## config.mk

```make
export PLATFORM = sky130hd
export DESIGN_NAME = bma_ctrl
export DESIGN_NICKNAME = d
export VERILOG_FILES = /design/src/rtl/bma_pkg.sv /design/src/rtl/bma_ctrl.sv
export SDC_FILE = /design/constraint.sdc
export NUM_CORES = 1
export LEC_CHECK = 0
export BUFFER_PORTS_ARGS = -buffer_cell sky130_fd_sc_hd__buf_2
export CORE_MARGIN = 2
export CORE_UTILIZATION = 30
export DETAILED_ROUTE_END_ITERATION = 16
export GPL_ROUTABILITY_DRIVEN = 0
export PLACE_DENSITY = 0.61
export SYNTH_ARGS = -nofsm -noshare
export SYNTH_HDL_FRONTEND = slang
export SYNTH_SLANG_ARGS = --single-unit
export TNS_END_PERCENT = 5
```

## constraint.sdc

```tcl
create_clock -name clk_i -period 4.8 [get_ports clk_i]
set_clock_uncertainty 0.15 [all_clocks]
set_input_delay 0.72 -clock clk_i [delete_from_list [all_inputs] [get_ports clk_i]]
set_output_delay 0.72 -clock clk_i [all_outputs]
set_load 0.02 [all_outputs]
```

## src/rtl/bma_pkg.sv

```systemverilog
`timescale 1ns / 1ps
`default_nettype none
package bma_pkg;

  // Pool geometry defaults
  localparam int unsigned PoolBytes     = 65536;
  localparam int unsigned MinBlockBytes = 64;
  localparam int unsigned HeaderBytes   = 16;

  // Tree node codes
  localparam logic [1:0] ND_UNUSED = 2'd0;
  localparam logic [1:0] ND_FREE   = 2'd1;
  localparam logic [1:0] ND_ALLOC  = 2'd2;
  localparam logic [1:0] ND_SPLIT  = 2'd3;

  // Result status codes
  localparam logic [1:0] ST_OK        = 2'd0;
  localparam logic [1:0] ST_TOO_LARGE = 2'd1;
  localparam logic [1:0] ST_NO_MEMORY = 2'd2;
  localparam logic [1:0] ST_BAD_FREE  = 2'd3;

  // Datapath operations
  typedef enum logic [3:0] {
    DP_NONE,
    DP_CLR,
    DP_LOAD,
    DP_SRCH_INIT,
    DP_READ,
    DP_SRCH_NEXT,
    DP_SPLIT_W1,
    DP_SPLIT_W2,
    DP_ALLOC_W,
    DP_FREE_INIT,
    DP_FREE_DESC,
    DP_FREE_W,
    DP_MRG_RD,
    DP_MRG_W1,
    DP_MRG_W2,
    DP_MRG_W3
  } dp_op_e;

  typedef struct packed {
    dp_op_e     op;
    logic       result;      // latch result payload
    logic [1:0] res_status;
  } dp_cmd_t;

  typedef struct packed {
    logic clr_done;
    logic is_free_op;
    logic too_large;
    logic bad_addr;
    logic node_free;
    logic node_split;
    logic node_alloc;
    logic idx_last;
    logic lvl_zero;
    logic at_target;
    logic lvl_leaf;
    logic start_match;
    logic at_root;
  } dp_stat_t;

endpackage
`default_nettype wire

```

## src/rtl/bma_ctrl.sv

```systemverilog
`timescale 1ns / 1ps
`default_nettype none
module bma_ctrl (
  input  wire logic              clk_i,
  input  wire logic              rst_ni,
  input  wire logic              in_valid_i,
  output logic                   in_ready_o,
  output logic                   out_valid_o,
  input  wire logic              out_ready_i,
  output bma_pkg::dp_cmd_t       cmd_o,
  input  wire bma_pkg::dp_stat_t stat_i
);

  typedef enum logic [14:0] {
    S_CLR   = 15'b000000000000001,
    S_IDLE  = 15'b000000000000010,
    S_DEC   = 15'b000000000000100,
    S_S_RD  = 15'b000000000001000,
    S_S_CHK = 15'b000000000010000,
    S_SPL   = 15'b000000000100000,
    S_SPL2  = 15'b000000001000000,
    S_F_RD  = 15'b000000010000000,
    S_F_CHK = 15'b000000100000000,
    S_M_RD  = 15'b000001000000000,
    S_M_CHK = 15'b000010000000000,
    S_M_W1  = 15'b000100000000000,
    S_M_W2  = 15'b001000000000000,
    S_M_W3  = 15'b010000000000000,
    S_DONE  = 15'b100000000000000
  } state_e;

  state_e     state_q, state_d;
  logic [1:0] status_q, status_d;
  logic       out_valid_q, out_valid_d;

  // Sequencer
  always_comb begin
    state_d        = state_q;
    status_d       = status_q;
    out_valid_d    = out_valid_q;
    cmd_o.op       = bma_pkg::DP_NONE;
    cmd_o.result   = 1'b0;
    cmd_o.res_status = status_q;
    in_ready_o     = 1'b0;
    if (out_valid_q && out_ready_i) begin
      out_valid_d = 1'b0;
    end
    unique case (state_q)
      S_CLR: begin
        cmd_o.op = bma_pkg::DP_CLR;
        if (stat_i.clr_done) state_d = S_IDLE;
      end
      S_IDLE: begin
        in_ready_o = 1'b1;
        if (in_valid_i) begin
          cmd_o.op = bma_pkg::DP_LOAD;
          state_d  = S_DEC;
        end
      end
      S_DEC: begin
        if (stat_i.is_free_op) begin
          if (stat_i.bad_addr) begin
            status_d = bma_pkg::ST_BAD_FREE;
            state_d  = S_DONE;
          end else begin
            cmd_o.op = bma_pkg::DP_FREE_INIT;
            state_d  = S_F_RD;
          end
        end else if (stat_i.too_large) begin
          status_d = bma_pkg::ST_TOO_LARGE;
          state_d  = S_DONE;
        end else begin
          cmd_o.op = bma_pkg::DP_SRCH_INIT;
          state_d  = S_S_RD;
        end
      end
      S_S_RD: begin
        cmd_o.op = bma_pkg::DP_READ;
        state_d  = S_S_CHK;
      end
      S_S_CHK: begin
        if (stat_i.node_free) begin
          state_d = S_SPL;
        end else if (stat_i.idx_last && stat_i.lvl_zero) begin
          status_d = bma_pkg::ST_NO_MEMORY;
          state_d  = S_DONE;
        end else begin
          cmd_o.op = bma_pkg::DP_SRCH_NEXT;
          state_d  = S_S_RD;
        end
      end
      S_SPL: begin
        if (stat_i.at_target) begin
          cmd_o.op = bma_pkg::DP_ALLOC_W;
          status_d = bma_pkg::ST_OK;
          state_d  = S_DONE;
        end else begin
          cmd_o.op = bma_pkg::DP_SPLIT_W1;
          state_d  = S_SPL2;
        end
      end
      S_SPL2: begin
        cmd_o.op = bma_pkg::DP_SPLIT_W2;
        state_d  = S_SPL;
      end
      S_F_RD: begin
        cmd_o.op = bma_pkg::DP_READ;
        state_d  = S_F_CHK;
      end
      S_F_CHK: begin
        if (stat_i.node_split && !stat_i.lvl_leaf) begin
          cmd_o.op = bma_pkg::DP_FREE_DESC;
          state_d  = S_F_RD;
        end else if (stat_i.node_alloc && stat_i.start_match) begin
          cmd_o.op = bma_pkg::DP_FREE_W;
          state_d  = S_M_RD;
        end else begin
          status_d = bma_pkg::ST_BAD_FREE;
          state_d  = S_DONE;
        end
      end
      S_M_RD: begin
        if (stat_i.at_root) begin
          status_d = bma_pkg::ST_OK;
          state_d  = S_DONE;
        end else begin
          cmd_o.op = bma_pkg::DP_MRG_RD;
          state_d  = S_M_CHK;
        end
      end
      S_M_CHK: begin
        if (stat_i.node_free) begin
          state_d = S_M_W1;
        end else begin
          status_d = bma_pkg::ST_OK;
          state_d  = S_DONE;
        end
      end
      S_M_W1: begin
        cmd_o.op = bma_pkg::DP_MRG_W1;
        state_d  = S_M_W2;
      end
      S_M_W2: begin
        cmd_o.op = bma_pkg::DP_MRG_W2;
        state_d  = S_M_W3;
      end
      S_M_W3: begin
        cmd_o.op = bma_pkg::DP_MRG_W3;
        state_d  = S_M_RD;
      end
      S_DONE: begin
        if (!out_valid_q || out_ready_i) begin
          cmd_o.result = 1'b1;
          out_valid_d  = 1'b1;
          state_d      = S_IDLE;
        end
      end
      default: state_d = S_CLR;
    endcase
  end

  always_ff @(posedge clk_i or negedge rst_ni) begin
    if (!rst_ni) begin
      state_q     <= S_CLR;
      status_q    <= bma_pkg::ST_OK;
      out_valid_q <= 1'b0;
    end else begin
      state_q     <= state_d;
      status_q    <= status_d;
      out_valid_q <= out_valid_d;
    end
  end

  assign out_valid_o = out_valid_q;

  // Checks
  a_srch_chk_after_rd: assert property (@(posedge clk_i) disable iff (!rst_ni)
    (state_q == S_S_CHK) |-> $past(state_q == S_S_RD))
    else $error("search check without a read");

  a_merge_order: assert property (@(posedge clk_i) disable iff (!rst_ni)
    (state_q == S_M_W3) |-> $past(state_q == S_M_W2))
    else $error("merge writes out of order");

  a_result_shown: assert property (@(posedge clk_i) disable iff (!rst_ni)
    cmd_o.result |=> out_valid_q)
    else $error("result latched but not presented");

  a_no_accept_clear: assert property (@(posedge clk_i) disable iff (!rst_ni)
    (state_q == S_CLR) |-> !in_ready_o)
    else $error("input accepted during clear");

endmodule
`default_nettype wire

```

Yosys cells after proc, flatten, opt, wreduce, memory -nomap -nowiden
Cells that the tools add are included.
{ "totals": {"ff_bits": 18, "in_bits": 17, "word_cells": 83} }
{ "op_classes": {"n_eq_ne": 27, "reduce_logical": 11, "muxes": 42} }
{ "ops": {"columns": ["operator", "n"], "rows": [
  ["$pmux 15 s15", 1],
  ["$mux 15", 13],
  ["$pmux 4 s12", 1],
  ["$mux 2", 12],
  ["$mux 4", 6],
  ["$ne 2x2->1 const B", 10],
  ["$eq 15x1->1 const B", 1],
  ["$eq 15x10->1 const B", 1],
  ["$eq 15x11->1 const B", 1],
  ["$eq 15x12->1 const B", 1],
  ["$eq 15x13->1 const B", 1],
  ["$eq 15x14->1 const B", 1],
  ["$eq 15x15->1 const B", 1],
  ["$eq 15x2->1 const B", 1],
  ["$eq 15x3->1 const B", 1],
  ["$eq 15x4->1 const B", 1],
  ["$eq 15x5->1 const B", 1],
  ["$eq 15x6->1 const B", 1],
  ["$eq 15x7->1 const B", 1],
  ["$eq 15x8->1 const B", 1],
  ["$eq 15x9->1 const B", 1],
  ["$pmux 2 s6", 1],
  ["$reduce_and 10->1", 1],
  ["$mux 1", 6],
  ["8 further kinds", 14]
]} }

Longest topological paths before layout
{ "depth": {"ltp_word": 4, "mapped_depth": 7} }

Least setup slack after synthesis
No wires, ideal clock.
{ "synth_timing": {"path_kind": "flip-flop to output port", "start": "register state_q[8]", "end": "output cmd_o[4] in the netlist's numbering", "path_slack_ns": 2.129, "n_path_buf": 0, "stages_incl_launch_ff": 6, "arrival_time_ns": 1.801, "cell_sequence": "dfrtp_1 -> nor4_4 -> nand2_4 -> or4b_4 -> nor2_4 -> or4b_1"} }
{ "synth_rtl": {"columns": ["element", "line", "source"], "rows": [
  ["start: declaration", "bma_ctrl.sv:32", "state_e state_q, state_d;"],
  ["start signal: assignment", "bma_ctrl.sv:168", "state_q <= state_d;"],
  ["end: declaration", "bma_ctrl.sv:10", "output bma_pkg::dp_cmd_t cmd_o,"]
]} }

==> flow_summary.json <==
{
  "antenna_found_initial": 0,
  "die_h_um": 68.0,
  "synth_edf_count": 0,
  "post_cts_buffers": 0,
  "synth-simple-area-share_pct": 41.1,
  "rr_startpoint": "state_q[6]",
  "wl_met1_um": 1390,
  "cts_resized": 0,
  "hpwl_um": 2710,
  "path_max_fanout": 8,
  "cp.arrival_ns": 2.38,
  "area_growth_syn_to_layout_pct": 18.1,
  "power.density_nw_per_um2": 351,
  "dieWidth_um": 68.0,
  "numCtsBuffers": 3,
  "synth_compound_area_share_pct": 14.0,
  "cts_root_buf": "clkbuf_8",
  "synth_seq_cells": 18,
  "syn_nets": 146,
  "period_needed_ns": 3.25,
  "firstDrtPassIters": 4,
  "rrSetupSlack_ns": 2.59,
  "grt-ovfl-total": 0,
  "syn_inst": 129,
  "vias": 1185,
  "syn_avg_cell_area_um2": 9.53,
  "drtIter0Drc": 82,
  "yosysUniqueCellTypes": 45,
  "rows": 23,
  "worstReg2RegEnd": "state_q[0]",
  "cp-start-kind": "register",
  "hold_class": "in2async",
  "dieArea_um2": 4630,
  "synthAdderAreaFrac_pct": 0,
  "path_clk_slew_ns": 0.08,
  "clockBufferDepth": 2,
  "tightest_slew_ns": 0.570,
  "reg2reg_depth": 5,
  "grt_pass1_vias": 1124,
  "max_clock_freq_mhz": 308,
  "cts_sinks": 18,
  "grt_util_all_layers_pct": 16.2,
  "cts_tree": "yes",
  "route.detailed.drc": 0,
  "hold_viol": 0,
  "drt_wl_total_um": 3380,
  "slew_headroom_pct": 61.7,
  "power_mw": 0.510,
  "wl_met3_um": 325,
  "layout-drive-gt1-share_pct": 27.3,
  "ys_seq_area_share_pct": 36.7,
  "cap_viol_max_count": 0,
  "synth_warnings": 0,
  "ir_drop_mv": 0.131,
  "tns_ns": 0,
  "rsz0062_at_grt": "false",
  "synth_top_family_by_area": "simple AND/OR/NAND/NOR gates",
  "crit_start": "state_q[8]",
  "wl_per_cell_um": 16.6,
  "coreArea_um2": 3970,
  "h-tree-depth": 1,
  "insertion_delay_ns": 0.26,
  "status": "finished clean",
  "synth_flop_cell": "dfrtp_1",
  "grt_max_degree": 19,
  "io_pins": 26,
  "crit_end": "cmd_o[6]",
  "crit_path_end_kind": "output port",
  "met2WireLength_um": 1590,
  "io_buffers": 25,
  "start_util_pct": 31.0,
  "slew_viol_final": 0,
  "top_signal_layer_used": "met4",
  "period_share_pct": 67.7,
  "leakagePower_nw": 0.662,
  "crit_type": "reg2out",
  "cp.required_ns": 3.93,
  "grt_first_pass_wirelength_um": 5370,
  "drtAntennaViolNets": 0,
  "synth.cell_area_um2": 1230,
  "vias_per_cell": 5.81,
  "yosys.area_share.xor_xnor_pct": 2.14,
  "n_antenna_cell": 0,
  "setup_viol": 0,
  "synth-async-reset-ratio_pct": 100,
  "final_nets": 172,
  "cts-hold-fix-buffers": 0,
  "fillers": 416,
  "synthMuxAreaShare_pct": 1.63
}
## worst min path at each step
| stage | from | to | depth (start not counted) |
|---|---|---|---|
| finish | rst_ni | state_q[6] | 1 |
| detailed placement | out_valid_o | out_valid_o | 2 |
| global placement | out_valid_o | out_valid_o | 2 |
| CTS | rst_ni | state_q[6] | 1 |
| global route | rst_ni | state_q[6] | 1 |
| floorplan | rst_ni | out_valid_o | 0 |
## per-stage QoR
stage / instance area, um2 / std cells / worst slack [ns] / utilization [%] / hold WS [ns]
CTS: 1450 / 204 / 1.55 / 36.6 / 0.254
detailed placement: 1400 / 200 / 1.84 / 35.2 / 0.360
floorplan: 1230 / 129 / 2.13 / - / 0.274
finish: 1450 / 204 / 1.55 / 36.6 / 0.236
global route: 1450 / 204 / 1.39 / 36.6 / 0.267
global placement: 1400 / 200 / 1.85 / 35.2 / 0.353
## registers in the layout (all words and copies together), names as in the netlist
signal / count
out_valid_o: 1
status_q: 2
state_q: 15
## kinds of logic (layout without fill, tap and decap cells)
logic type	count (synthesis)	count (layout)
mux	2	2
simple gates	69	69
flops	18	18
xor+xnor	3	3
compound gates	24	24
buf+inv	13	38
## layout make-up
class	count	area [um2]	share of cell area, %
Clock buffer	4	55.1	3.79
Timing Repair Buffer	25	125	8.61
Sequential cell	18	452	31.1
Tap cell	50	62.6	4.31
Multi-Input combinational cell	98	724	49.9
Inverter	9	33.8	2.33
## layer usage
metal	GRT usage, %	vias to the layer above
met5	0	-
met4	7.25	0
met3	4.28	9
met2	25.0	70
met1	21.2	562
li1	-	544
## placed cells by master, fill, tap and decap left out, types with 3 or more instances in the layout
cell type	Yosys	layout
buf_2	2	25
dfrtp_1	17	17
nand2_1	11	11
nand4_1	9	9
nor4b_1	8	8
inv_1	8	8
nor2_1	6	6
nand2b_1	6	6
o21ai_0	5	5
nand4b_1	4	4
nor3b_1	4	4
clkbuf_8	0	4
nor4_4	3	3
nor4_1	3	3
o32ai_1	3	3
nand3_1	3	3
a21o_1	3	3
## power by group
part | switching (mW) | internal [mW] | leakage [nW]
sequential | 0.0248 | 0.170 | 0.241
combinational | 0.116 | 0.0709 | 0.392
clock | 0.0556 | 0.0731 | 0.0288
## Yosys cell counts, types with 2 or more instances
cell	n	share of area (%)
nand2_1	11	3.4
nor2_1	6	1.8
a21o_1	3	1.8
dfrtp_1	17	35
mux2i_1	2	1.6
xnor2_1	2	1.4
inv_1	8	2.4
o32ai_1	3	2.1
clkbuf_2	2	0.81
nand2b_1	6	3.1
a21oi_1	2	0.81
nor3b_1	4	2.4
nor4_1	3	1.5
nor4_4	3	5.2
o22ai_1	2	1.0
nor4b_1	8	5.7
buf_2	2	0.81
nand4_1	9	4.6
nand3_1	3	1.2
o21ai_0	5	2.0
nand4b_1	4	2.8
## worst max-delay path: stages, from the launching register on
cell and delay, ns:
dfrtp_1 0.44, nor4_4 0.54, nand4_1 0.32, or3b_2 0.54
nand4_1 0.11, buf_2 0.17
No activity file was read; power rests on OpenSTA's default activity.
